**config.mk**
```make
export PLATFORM = sky130hd
export DESIGN_NAME = ema_or_moving_average_filter_core
export DESIGN_NICKNAME = d
export VERILOG_FILES = /design/src/sv/emaf_pkg.sv /design/src/sv/emaf_ram.sv /design/src/sv/emaf_cmd_q.sv /design/src/sv/emaf_front.sv /design/src/sv/emaf_back.sv /design/src/sv/ema_or_moving_average_filter_core.sv
export SDC_FILE = /design/constraint.sdc
export NUM_CORES = 2
export LEC_CHECK = 0
export BUFFER_PORTS_ARGS = -buffer_cell sky130_fd_sc_hd__buf_2
export CAP_MARGIN = 10
export CORE_MARGIN = 4
export CORE_UTILIZATION = 59
export CTS_BUF_LIST = sky130_fd_sc_hd__clkbuf_4 sky130_fd_sc_hd__clkbuf_8
export DETAILED_ROUTE_END_ITERATION = 10
export PLACE_DENSITY_LB_ADDON = 0.2
export SLEW_MARGIN = 40
export SYNTH_ARGS = -nofsm -noshare
export SYNTH_HDL_FRONTEND = slang
export SYNTH_SLANG_ARGS = --single-unit
```
**constraint.sdc**
```tcl
create_clock -name clk -period 13.1 [get_ports clk]
set_input_delay 0.655 -clock clk [delete_from_list [all_inputs] [get_ports clk]]
set_output_delay 0.655 -clock clk [all_outputs]
set_load 0.01 [all_outputs]
```
**src/sv/emaf_pkg.sv**
```systemverilog
// ---------------------------------------------------------------------------
// emaf_pkg
// Shared types and constants for the smoothing / moving-average filter.
// ---------------------------------------------------------------------------
package emaf_pkg;

  localparam int SAMPLE_BITS = 16;
  localparam int MAX_WINDOW  = 64;

  localparam int HIST_AW  = (MAX_WINDOW > 1) ? $clog2(MAX_WINDOW) : 1;
  localparam int WIN_W    = $clog2(MAX_WINDOW + 1);
  localparam int SUM_W    = SAMPLE_BITS + HIST_AW + 1;
  localparam int MAG_W    = SUM_W - 1;
  localparam int FRAC_W   = 16;
  localparam int WEIGHT_W = FRAC_W + 1;
  localparam int Y_W      = SAMPLE_BITS + FRAC_W;
  localparam int DIFF_W   = Y_W + 1;
  localparam int PROD_W   = WEIGHT_W + 1 + DIFF_W;
  localparam int DSTEP_W  = $clog2(SAMPLE_BITS);

  localparam logic [WEIGHT_W-1:0] ONE_Q16 = WEIGHT_W'(1 << FRAC_W);

  // configuration port
  localparam int PADDR_W = 4;
  localparam int PDATA_W = 32;
  localparam logic [1:0] REG_MODE   = 2'd0;
  localparam logic [1:0] REG_WEIGHT = 2'd1;
  localparam logic [1:0] REG_WINDOW = 2'd2;

  localparam logic [WEIGHT_W-1:0] WEIGHT_RESET = WEIGHT_W'(32768);
  localparam logic [WIN_W-1:0]    WINDOW_RESET = WIN_W'(8);

  typedef enum logic {
    MODE_EMA = 1'b0,
    MODE_AVG = 1'b1
  } mode_t;

  typedef struct packed {
    mode_t                mode;
    logic [WEIGHT_W-1:0]  weight;
    logic [WIN_W-1:0]     window;
  } cfg_t;

  typedef struct packed {
    mode_t                          op;
    logic                           first;
    logic signed [SAMPLE_BITS-1:0]  sample;
    logic signed [SUM_W-1:0]        sum;
    logic [WIN_W-1:0]               win;
    logic [WIN_W-1:0]               reps;
    logic                           eob;
  } cmd_t;

  localparam int CMDQ_DEPTH = 2;
  localparam int CMDQ_AW    = $clog2(CMDQ_DEPTH);

  typedef enum logic {
    F_IDLE,
    F_EXEC
  } fstate_t;

  typedef enum logic [2:0] {
    B_IDLE,
    B_MUL,
    B_ACC,
    B_DIV,
    B_SIGN,
    B_EMIT
  } bstate_t;

endpackage

```
**src/sv/emaf_ram.sv**
```systemverilog
// ---------------------------------------------------------------------------
// emaf_ram
// Generic single-write, single-read RAM with registered read data.
// ---------------------------------------------------------------------------
module emaf_ram #(
  parameter int WIDTH = 16,
  parameter int DEPTH = 64,
  localparam int AW   = (DEPTH > 1) ? $clog2(DEPTH) : 1
) (
  input  logic             clk,
  input  logic             we,
  input  logic [AW-1:0]    waddr,
  input  logic [WIDTH-1:0] wdata,
  input  logic [AW-1:0]    raddr,
  output logic [WIDTH-1:0] rdata
);

  logic [WIDTH-1:0] mem [DEPTH];
  logic [WIDTH-1:0] rdata_r;

  always_ff @(posedge clk) begin
    if (we) begin
      mem[waddr] <= wdata;
    end
    rdata_r <= mem[raddr];
  end

  assign rdata = rdata_r;

endmodule

```
**src/sv/emaf_cmd_q.sv**
```systemverilog
// ---------------------------------------------------------------------------
// emaf_cmd_q
// Short command queue between the front end and the arithmetic back end.
// ---------------------------------------------------------------------------
module emaf_cmd_q (
  input  logic           clk,
  input  logic           rst_n,
  input  logic           wr_en,
  input  emaf_pkg::cmd_t wr_cmd,
  output logic           q_full,
  input  logic           rd_en,
  output emaf_pkg::cmd_t rd_cmd,
  output logic           q_empty
);
  import emaf_pkg::*;

  cmd_t               ent_r [CMDQ_DEPTH];
  logic [CMDQ_AW-1:0] wptr_r;
  logic [CMDQ_AW-1:0] rptr_r;
  logic [CMDQ_AW:0]   cnt_r;
  logic               do_wr;
  logic               do_rd;

  assign q_full  = (cnt_r == (CMDQ_AW+1)'(CMDQ_DEPTH));
  assign q_empty = (cnt_r == '0);
  assign do_wr   = wr_en && !q_full;
  assign do_rd   = rd_en && !q_empty;
  assign rd_cmd  = ent_r[rptr_r];

  always_ff @(posedge clk) begin
    if (do_wr) begin
      ent_r[wptr_r] <= wr_cmd;
    end
  end

  always_ff @(posedge clk) begin
    if (!rst_n) begin
      wptr_r <= '0;
      rptr_r <= '0;
      cnt_r  <= '0;
    end else begin
      if (do_wr) begin
        wptr_r <= (wptr_r == CMDQ_AW'(CMDQ_DEPTH - 1)) ? '0 : wptr_r + 1'b1;
      end
      if (do_rd) begin
        rptr_r <= (rptr_r == CMDQ_AW'(CMDQ_DEPTH - 1)) ? '0 : rptr_r + 1'b1;
      end
      if (do_wr && !do_rd) begin
        cnt_r <= cnt_r + 1'b1;
      end else if (do_rd && !do_wr) begin
        cnt_r <= cnt_r - 1'b1;
      end
    end
  end

endmodule

```
**src/sv/emaf_front.sv**
```systemverilog
// ---------------------------------------------------------------------------
// emaf_front
// Accepts samples, tracks block state, keeps the sample history and running
// sum, and issues one command per sample that produces results.
// ---------------------------------------------------------------------------
module emaf_front (
  input  logic                                clk,
  input  logic                                rst_n,
  input  emaf_pkg::cfg_t                      cfg,
  input  logic signed [emaf_pkg::SAMPLE_BITS-1:0] in_sample_in,
  input  logic                                in_end_of_block,
  input  logic                                push,
  output logic                                full,
  output logic                                cmd_push,
  output emaf_pkg::cmd_t                      cmd,
  input  logic                                cmd_full
);
  import emaf_pkg::*;

  fstate_t                       fstate_r, fstate_nxt;
  logic signed [SAMPLE_BITS-1:0] x_r;
  logic                          eob_r;
  logic                          started_r;
  mode_t                         mode_r;
  logic [WIN_W-1:0]              win_r;
  logic [HIST_AW-1:0]            hptr_r;
  logic signed [SUM_W-1:0]       sum_r;
  logic [WIN_W-1:0]              seen_r;

  logic                          first;
  logic [WIN_W-1:0]              cfg_win;
  mode_t                         mode_c;
  logic [WIN_W-1:0]              win_c;
  logic [HIST_AW-1:0]            hp_c;
  logic [HIST_AW-1:0]            hp_next;
  logic signed [SUM_W-1:0]       sum_c;
  logic [WIN_W-1:0]              seen_c;
  logic                          win_full;
  logic signed [SUM_W-1:0]       sum_new;
  logic [WIN_W-1:0]              seen_new;
  logic                          avg_ready;
  logic                          need_cmd;
  logic                          go;
  logic [HIST_AW:0]              old_wide;
  logic [HIST_AW-1:0]            old_addr;
  logic signed [SAMPLE_BITS-1:0] old_x;
  logic                          ram_we;

  // oldest sample of the window, wrapping around the history
  always_comb begin
    if ({1'b0, hptr_r} >= (HIST_AW+1)'(win_r)) begin
      old_wide = {1'b0, hptr_r} - (HIST_AW+1)'(win_r);
    end else begin
      old_wide = {1'b0, hptr_r} + (HIST_AW+1)'(MAX_WINDOW) - (HIST_AW+1)'(win_r);
    end
    old_addr = old_wide[HIST_AW-1:0];
  end

  emaf_ram #(
    .WIDTH (SAMPLE_BITS),
    .DEPTH (MAX_WINDOW)
  ) u_hist (
    .clk   (clk),
    .we    (ram_we),
    .waddr (hp_c),
    .wdata (x_r),
    .raddr (old_addr),
    .rdata (old_x)
  );

  always_comb begin
    first = !started_r;
    if (cfg.window == '0) begin
      cfg_win = WIN_W'(1);
    end else if (cfg.window > WIN_W'(MAX_WINDOW)) begin
      cfg_win = WIN_W'(MAX_WINDOW);
    end else begin
      cfg_win = cfg.window;
    end
    mode_c  = first ? cfg.mode : mode_r;
    win_c   = first ? cfg_win : win_r;
    hp_c    = first ? '0 : hptr_r;
    sum_c   = first ? '0 : sum_r;
    seen_c  = first ? '0 : seen_r;
    hp_next = (hp_c == HIST_AW'(MAX_WINDOW - 1)) ? '0 : hp_c + 1'b1;

    win_full = (seen_c >= win_c);
    if (win_full) begin
      sum_new  = sum_c - SUM_W'(old_x) + SUM_W'(x_r);
      seen_new = seen_c;
    end else begin
      sum_new  = sum_c + SUM_W'(x_r);
      seen_new = seen_c + 1'b1;
    end
    avg_ready = (seen_new >= win_c);
    need_cmd  = (mode_c == MODE_EMA) || avg_ready || eob_r;
  end

  // outputs
  always_comb begin
    full     = (fstate_r == F_EXEC);
    go       = (fstate_r == F_EXEC) && (!need_cmd || !cmd_full);
    cmd_push = go && need_cmd;
    ram_we   = go && (mode_c == MODE_AVG);

    cmd.op     = mode_c;
    cmd.first  = first;
    cmd.sample = x_r;
    cmd.sum    = sum_new;
    cmd.win    = win_c;
    cmd.eob    = eob_r;
    if (mode_c == MODE_EMA) begin
      cmd.reps = WIN_W'(1);
    end else if (avg_ready) begin
      cmd.reps = eob_r ? win_c : WIN_W'(1);
    end else begin
      // short block ends: one result per sample seen
      cmd.reps = seen_new;
    end
  end

  // next state
  always_comb begin
    fstate_nxt = fstate_r;
    unique case (fstate_r)
      F_IDLE: begin
        if (push) begin
          fstate_nxt = F_EXEC;
        end
      end
      F_EXEC: begin
        if (go) begin
          fstate_nxt = F_IDLE;
        end
      end
      default: fstate_nxt = F_IDLE;
    endcase
  end

  always_ff @(posedge clk) begin
    if (fstate_r == F_IDLE && push) begin
      x_r   <= in_sample_in;
      eob_r <= in_end_of_block;
    end
  end

  always_ff @(posedge clk) begin
    if (!rst_n) begin
      fstate_r  <= F_IDLE;
      started_r <= 1'b0;
      mode_r    <= MODE_EMA;
      win_r     <= WIN_W'(1);
      hptr_r    <= '0;
      sum_r     <= '0;
      seen_r    <= '0;
    end else begin
      fstate_r <= fstate_nxt;
      if (go) begin
        if (eob_r) begin
          started_r <= 1'b0;
          hptr_r    <= '0;
          sum_r     <= '0;
          seen_r    <= '0;
        end else begin
          started_r <= 1'b1;
          mode_r    <= mode_c;
          win_r     <= win_c;
          if (mode_c == MODE_AVG) begin
            hptr_r <= hp_next;
            sum_r  <= sum_new;
            seen_r <= seen_new;
          end else begin
            hptr_r <= hp_c;
            sum_r  <= sum_c;
            seen_r <= seen_c;
          end
        end
      end
    end
  end

endmodule

```
**src/sv/emaf_back.sv**
```systemverilog
// ---------------------------------------------------------------------------
// emaf_back
// Executes commands: exponential smoothing update through a registered
// multiply, or a bit-serial divide of the running sum by the window, then
// emits the result the requested number of times into the output register.
// ---------------------------------------------------------------------------
module emaf_back (
  input  logic                                     clk,
  input  logic                                     rst_n,
  input  logic [emaf_pkg::WEIGHT_W-1:0]            weight,
  input  emaf_pkg::cmd_t                           head,
  input  logic                                     q_empty,
  output logic                                     q_pop,
  input  logic                                     pop,
  output logic                                     empty,
  output logic signed [emaf_pkg::SAMPLE_BITS-1:0]  out_filtered,
  output logic                                     out_final_output
);
  import emaf_pkg::*;

  bstate_t                       bstate_r, bstate_nxt;
  logic signed [Y_W-1:0]         y_r;
  logic signed [DIFF_W-1:0]      diff_r;
  logic signed [PROD_W-1:0]      prod_r;
  logic [SAMPLE_BITS-1:0]        res_r;
  logic [WIN_W-1:0]              cnt_r;
  logic                          eob_r;
  logic                          neg_r;
  logic [WIN_W-1:0]              rem_r;
  logic [SAMPLE_BITS-1:0]        quo_r;
  logic [WIN_W-1:0]              win_r;
  logic [DSTEP_W-1:0]            step_r;
  logic                          ovld_r;
  logic [SAMPLE_BITS-1:0]        odata_r;
  logic                          ofinal_r;

  logic [WEIGHT_W-1:0]           alpha;
  logic signed [Y_W-1:0]         x_q16;
  logic signed [SUM_W-1:0]       abs_sum;
  logic [MAG_W-1:0]              mag;
  logic [WIN_W:0]                trial;
  logic                          ge;
  logic [WIN_W-1:0]              rem_nxt;
  logic signed [PROD_W-1:0]      acc;
  logic signed [Y_W-1:0]         y_nxt;
  logic                          slot_free;
  logic                          load;

  assign alpha = (weight > ONE_Q16) ? ONE_Q16 : weight;
  assign x_q16 = {head.sample, {FRAC_W{1'b0}}};

  always_comb begin
    abs_sum = head.sum[SUM_W-1] ? -head.sum : head.sum;
    mag     = abs_sum[MAG_W-1:0];
  end

  // one restoring divide step per cycle
  always_comb begin
    trial   = {rem_r, quo_r[SAMPLE_BITS-1]};
    ge      = (trial >= {1'b0, win_r});
    rem_nxt = ge ? WIN_W'(trial - {1'b0, win_r}) : trial[WIN_W-1:0];
  end

  // floor of the scaled step is an arithmetic shift
  always_comb begin
    acc   = PROD_W'(y_r) + (prod_r >>> FRAC_W);
    y_nxt = acc[Y_W-1:0];
  end

  // outputs
  always_comb begin
    slot_free = !ovld_r || pop;
    q_pop     = (bstate_r == B_IDLE) && !q_empty;
    load      = (bstate_r == B_EMIT) && slot_free;
  end

  // next state
  always_comb begin
    bstate_nxt = bstate_r;
    unique case (bstate_r)
      B_IDLE: begin
        if (!q_empty) begin
          if (head.op == MODE_AVG) begin
            bstate_nxt = B_DIV;
          end else if (head.first) begin
            bstate_nxt = B_EMIT;
          end else begin
            bstate_nxt = B_MUL;
          end
        end
      end
      B_MUL:  bstate_nxt = B_ACC;
      B_ACC:  bstate_nxt = B_EMIT;
      B_DIV: begin
        if (step_r == DSTEP_W'(SAMPLE_BITS - 1)) begin
          bstate_nxt = B_SIGN;
        end
      end
      B_SIGN: bstate_nxt = B_EMIT;
      B_EMIT: begin
        if (load && cnt_r == WIN_W'(1)) begin
          bstate_nxt = B_IDLE;
        end
      end
      default: bstate_nxt = B_IDLE;
    endcase
  end

  always_ff @(posedge clk) begin
    unique case (bstate_r)
      B_IDLE: begin
        if (!q_empty) begin
          eob_r  <= head.eob;
          cnt_r  <= head.reps;
          win_r  <= head.win;
          neg_r  <= head.sum[SUM_W-1];
          rem_r  <= WIN_W'(mag[MAG_W-1:SAMPLE_BITS]);
          quo_r  <= mag[SAMPLE_BITS-1:0];
          step_r <= '0;
          diff_r <= {x_q16[Y_W-1], x_q16} - {y_r[Y_W-1], y_r};
          res_r  <= head.sample;
        end
      end
      B_MUL: begin
        prod_r <= $signed({1'b0, alpha}) * diff_r;
      end
      B_ACC: begin
        res_r <= y_nxt[Y_W-1:FRAC_W];
      end
      B_DIV: begin
        rem_r  <= rem_nxt;
        quo_r  <= {quo_r[SAMPLE_BITS-2:0], ge};
        step_r <= step_r + 1'b1;
      end
      B_SIGN: begin
        res_r <= neg_r ? -quo_r : quo_r;
      end
      B_EMIT: begin
        if (load) begin
          cnt_r <= cnt_r - 1'b1;
        end
      end
      default: ;
    endcase
    if (load) begin
      odata_r  <= res_r;
      ofinal_r <= eob_r && (cnt_r == WIN_W'(1));
    end
  end

  // smoothed value and output register
  always_ff @(posedge clk) begin
    if (!rst_n) begin
      bstate_r <= B_IDLE;
      y_r      <= '0;
      ovld_r   <= 1'b0;
    end else begin
      bstate_r <= bstate_nxt;
      if (bstate_r == B_IDLE && !q_empty && head.op == MODE_EMA && head.first) begin
        y_r <= x_q16;
      end else if (bstate_r == B_ACC) begin
        y_r <= y_nxt;
      end
      if (load) begin
        ovld_r <= 1'b1;
      end else if (pop) begin
        ovld_r <= 1'b0;
      end
    end
  end

  assign empty            = !ovld_r;
  assign out_filtered     = odata_r;
  assign out_final_output = ofinal_r;

endmodule

```
**src/sv/ema_or_moving_average_filter_core.sv**
```systemverilog
// ---------------------------------------------------------------------------
// ema_or_moving_average_filter_core
// Block audio filter: exponential smoothing or moving average per block.
// ---------------------------------------------------------------------------
// Usage:
//   Samples enter through push/full with in_sample_in and in_end_of_block;
//   a transfer happens when push is high and full is low. Results leave
//   through empty/pop: out_filtered and out_final_output hold the oldest
//   result while empty is low, and pop takes it.
//   Mode and window are captured on the first sample of a block; the
//   smoothing weight is used as written. Registers sit at byte addresses
//   0 (mode), 4 (weight), 8 (window) on the APB port; pready is tied high.
//   Front end: a sample is captured, then the history RAM read data comes
//   back and the running sum is updated; full is high until that is done,
//   so no new sample is taken before the last one is through. Back end:
//   smoothing sends a block's first sample straight out and otherwise uses
//   a registered multiply, then accumulate; an average runs a restoring
//   divide (one quotient bit per cycle) and a sign fix; each result is then
//   loaded into the output register once it is free.
//   A two-entry command queue lets the front end run ahead of the back end.
//   If pop stays low, the output register holds, the back end stalls, the
//   queue fills and full stays high; nothing is dropped.
//   Reset (synchronous, rst_n low) clears block state, queue and output.
// ---------------------------------------------------------------------------
module ema_or_moving_average_filter_core (
  input  logic                                     clk,
  input  logic                                     rst_n,
  input  logic signed [emaf_pkg::SAMPLE_BITS-1:0]  in_sample_in,
  input  logic                                     in_end_of_block,
  input  logic                                     push,
  output logic                                     full,
  output logic signed [emaf_pkg::SAMPLE_BITS-1:0]  out_filtered,
  output logic                                     out_final_output,
  output logic                                     empty,
  input  logic                                     pop,
  input  logic                                     psel,
  input  logic                                     penable,
  input  logic                                     pwrite,
  input  logic [emaf_pkg::PADDR_W-1:0]             paddr,
  input  logic [emaf_pkg::PDATA_W-1:0]             pwdata,
  output logic [emaf_pkg::PDATA_W-1:0]             prdata,
  output logic                                     pready
);
  import emaf_pkg::*;

  mode_t               mode_r;
  logic [WEIGHT_W-1:0] weight_r;
  logic [WIN_W-1:0]    window_r;
  cfg_t                cfg;
  logic                wr_en;
  logic [1:0]          reg_idx;

  logic                cmd_push;
  cmd_t                cmd;
  logic                cmd_full;
  logic                cmd_pop;
  cmd_t                cmd_head;
  logic                cmd_empty;

  assign pready  = 1'b1;
  assign reg_idx = paddr[3:2];
  assign wr_en   = psel && penable && pwrite && pready;

  always_ff @(posedge clk) begin
    if (!rst_n) begin
      mode_r   <= MODE_EMA;
      weight_r <= WEIGHT_RESET;
      window_r <= WINDOW_RESET;
    end else if (wr_en) begin
      unique case (reg_idx)
        REG_MODE:   mode_r   <= mode_t'(pwdata[0]);
        REG_WEIGHT: weight_r <= pwdata[WEIGHT_W-1:0];
        REG_WINDOW: window_r <= pwdata[WIN_W-1:0];
        default: ;
      endcase
    end
  end

  always_comb begin
    unique case (reg_idx)
      REG_MODE:   prdata = PDATA_W'(mode_r);
      REG_WEIGHT: prdata = PDATA_W'(weight_r);
      REG_WINDOW: prdata = PDATA_W'(window_r);
      default:    prdata = '0;
    endcase
  end

  assign cfg.mode   = mode_r;
  assign cfg.weight = weight_r;
  assign cfg.window = window_r;

  emaf_front u_front (
    .clk             (clk),
    .rst_n           (rst_n),
    .cfg             (cfg),
    .in_sample_in    (in_sample_in),
    .in_end_of_block (in_end_of_block),
    .push            (push),
    .full            (full),
    .cmd_push        (cmd_push),
    .cmd             (cmd),
    .cmd_full        (cmd_full)
  );

  emaf_cmd_q u_cmd_q (
    .clk     (clk),
    .rst_n   (rst_n),
    .wr_en   (cmd_push),
    .wr_cmd  (cmd),
    .q_full  (cmd_full),
    .rd_en   (cmd_pop),
    .rd_cmd  (cmd_head),
    .q_empty (cmd_empty)
  );

  emaf_back u_back (
    .clk              (clk),
    .rst_n            (rst_n),
    .weight           (weight_r),
    .head             (cmd_head),
    .q_empty          (cmd_empty),
    .q_pop            (cmd_pop),
    .pop              (pop),
    .empty            (empty),
    .out_filtered     (out_filtered),
    .out_final_output (out_final_output)
  );

endmodule

```
==> results.sh <==
export IMPL_layout_cells_most_common_list="1294 x edfxtp_1, 762 x inv_1, 539 x fa_1"
export IMPL_die_area_um2=141000
export IMPL_worst_pin_slew_ns=0.913
export IMPL_gp_congestion=0.891
export IMPL_drtIter0Drc=4636
export IMPL_htreeDepth=4
export IMPL_crit_buf_inv=5
export IMPL_slew_viol_final=0
export IMPL_fp_row_count=134
export IMPL_crit_type="reg -> reg"
export IMPL_wl_per_cell_um=24.1
export IMPL_ys_ff_latch=1422
export IMPL_ios=112
export IMPL_dpl_worst_slack_ns=4.39
export IMPL_antenna_found_initial=6
export IMPL_cts_setup_buffers=0
export IMPL_area_delta_synth_final_pct=9.99
export IMPL_vias=47300
export IMPL_cp_max_fo=33
export IMPL_cts_sinks=1422
export IMPL_path_common_cell="fa_1"
export IMPL_yosysWarningCount=0
export IMPL_grt_start_max_net_pins=127
export IMPL_post_route_min_period_ns=8.76
export IMPL_drive_gt1_share_pct=16.3
export IMPL_regArea_um2=41400
export IMPL_power_density_nw_per_um2=169
export IMPL_numCtsBuffers=214
export IMPL_drcViolationCount=0
export IMPL_die_h_um=375
export IMPL_ir_drop_mv=0.126
export IMPL_core_um2=134000
export IMPL_cts_buffer_depth=3
export IMPL_worstSetupStartpointType="flop"
export IMPL_total_leakage_power_nw=33.7
export IMPL_max_cap_viol_count=0
export IMPL_grt_pass1_wl_mm=295
export IMPL_firstDrtPassIters=5
export IMPL_grt_pass1_vias=48400
export IMPL_antenna_left=0
export IMPL_clock_latency_ns=0.93
export IMPL_min_period_over_period_pct=66.9
export IMPL_status="completed"
export IMPL_detail_route_wirelength_mm=191
export IMPL_grt_overflow_total=0
export IMPL_fp_dieW_um=375
export IMPL_nets=6807
export IMPL_setup_tns_ns=0
export IMPL_skew_ns=0.106
export IMPL_synth_distinct_cells=92
export IMPL_ys_seq_area_share_pct=52.1
export IMPL_setup_viol=0
export IMPL_syn_area_per_cell_um2=13.9
export IMPL_syn_inst=5737
export IMPL_rsz0062_at_grt="false"
export IMPL_cp_arrival_ns=9.36
export IMPL_grtUsageTotal_pct=27.8
export IMPL_cts_clk_slew_worst_paths_ns=0.06
export IMPL_start_util_pct=59.5
export IMPL_max_freq_ghz=0.114
export IMPL_final_hold_viol_count=0
export IMPL_hold_path_class="in -> reg"
export IMPL_fin_ws_ns=4.34
export IMPL_worstPathRequired_ns=13.69
export IMPL_layout_commonest_cell="edfxtp_1"
export IMPL_synth_edf_count=1294
export IMPL_async_flop_share_pct=0
export IMPL_hpwl_mm=129
export IMPL_viasPerCell=5.96
export IMPL_port_buffer_count=78
export IMPL_cts_tree="built"
export IMPL_critPathCaptureType="flop"
export IMPL_fillers=9518
export IMPL_syn_area_um2=79600
export IMPL_synth_ff_type="edfxtp_1"
export IMPL_crit_family="adder cells"
export IMPL_root_buffer="clkbuf_8"
export IMPL_relSlewSlack_pct=39.1
export IMPL_slowest_delay_ns=0.64
export IMPL_worst_path_max_delay_cell="nor4_2"
export IMPL_multiInputGateArea_um2=34500
==> sequential cells by signal, summed over array words and instances, names as in the netlist, 16 cells and up, named ones only <==
register,cells
u_back.out_filtered,16
u_back.y_r,32
u_back.quo_r,16
u_front.x_r,16
u_back.res_r,16
u_back.diff_r,33
u_back.prod_r,32
u_front.sum_r,23
u_front.u_hist.mem,1024
u_front.u_hist.rdata,16
weight_r,17
u_cmd_q.ent_r,112
==> final timing paths <==
check,slack [ns],from,depth (start not counted),endpoint
worst max-delay path,4.34,weight_r[15],26,u_back.prod_r[47]
worst min register to register,0.42,u_back.res_r[8],0,u_back.out_filtered[8]
worst max register to register,4.34,weight_r[15],26,u_back.prod_r[47]
worst min-delay path,0.09,pwdata[1],3,weight_r[1]
==> per-stage QoR <==
stage	cell area, um2	hold WS [ns]	util, %	power (W)	std cells
4_1_cts	87400	0.0266	65.3	0.0149	7919
5_1_grt	87500	0.0371	65.4	0.0156	7924
2_1_floorplan	79600	0.400	-	0.00946	5751
6_report	87500	0.0897	65.4	0.0148	7928
3_3_place_gp	82400	0.405	61.6	0.0110	7488
3_5_place_dp	82600	0.405	61.7	0.0111	7491
==> where the power goes <==
group / switching (W) / internal, W / leakage, nW / total, W
registers: 0.000507 / 0.00550 / 12.7 / 0.00601
logic: 0.00292 / 0.00208 / 18.5 / 0.00500
clock network: 0.00178 / 0.00203 / 2.40 / 0.00381
total: 0.00521 / 0.00961 / 33.7 / 0.0148
==> logic make-up after synthesis <==
| family | Yosys count | synth area share (%) |
|---|---|---|
| and+or+nand+nor | 1295 | 8.19 |
| adders and majority gates | 777 | 17.3 |
| buffers and inverters | 1021 | 4.98 |
| muxes | 423 | 10.4 |
| xor gates and xnor gates | 190 | 2.10 |
| AOI/OAI and AO/OA | 607 | 4.96 |
| DFF | 1422 | 52.1 |
| other | 2 | 0.00944 |
==> final cells by class <==
type | instances | area share, %
Antenna cell | 6 | 0.0172
Clock buffer | 293 | 4.09
Clock inverter | 107 | 1.15
Inverter | 765 | 3.28
Multi-Input combinational cell | 3308 | 39.4
Sequential cell | 1422 | 47.3
Tap cell | 1768 | 2.53
Timing Repair Buffer | 259 | 2.22
==> Yosys cell counts (51+ instances only) <==
library cell,number,area share [%]
xnor2_1,119,1.3
clkbuf_1,184,0.87
a21o_1,59,0.56
ha_1,237,3.7
edfxtp_1,1294,49
fa_1,540,14
o21ai_0,92,0.58
mux2i_1,79,0.99
nor3_1,52,0.33
nand3_1,52,0.33
inv_1,763,3.6
xor2_1,70,0.77
a21oi_1,200,1.3
nor2b_1,51,0.40
dfxtp_1,128,3.2
nor2_1,231,1.1
and2_1,374,2.9
nand2_1,398,1.9
mux4_2,320,9.1
==> what timing repair did <==
item                                    4_1_cts  5_1_grt
resized for setup                             0        0
hold buffers                                 28        0
endpoints found under the setup margin        0        0
endpoints found under the hold margin        28        0
==> tightest hold or removal path, stage by stage <==
cell and delay (ns):
buf_2 0.15, nand2_1 0.07, a21oi_1 0.05
==> routing by layer <==
| metal | global-route usage (%) | up-vias | routed length, um |
|---|---|---|---|
| met4 | 10.2 | 0 | 7260 |
| li1 | - | 20700 | - |
| met5 | 0 | - | 0 |
| met3 | 6.03 | 356 | 17500 |
| met1 | 38.8 | 24200 | 76700 |
| met2 | 43.8 | 2020 | 90000 |
Power figures use the tool's default switching activity.
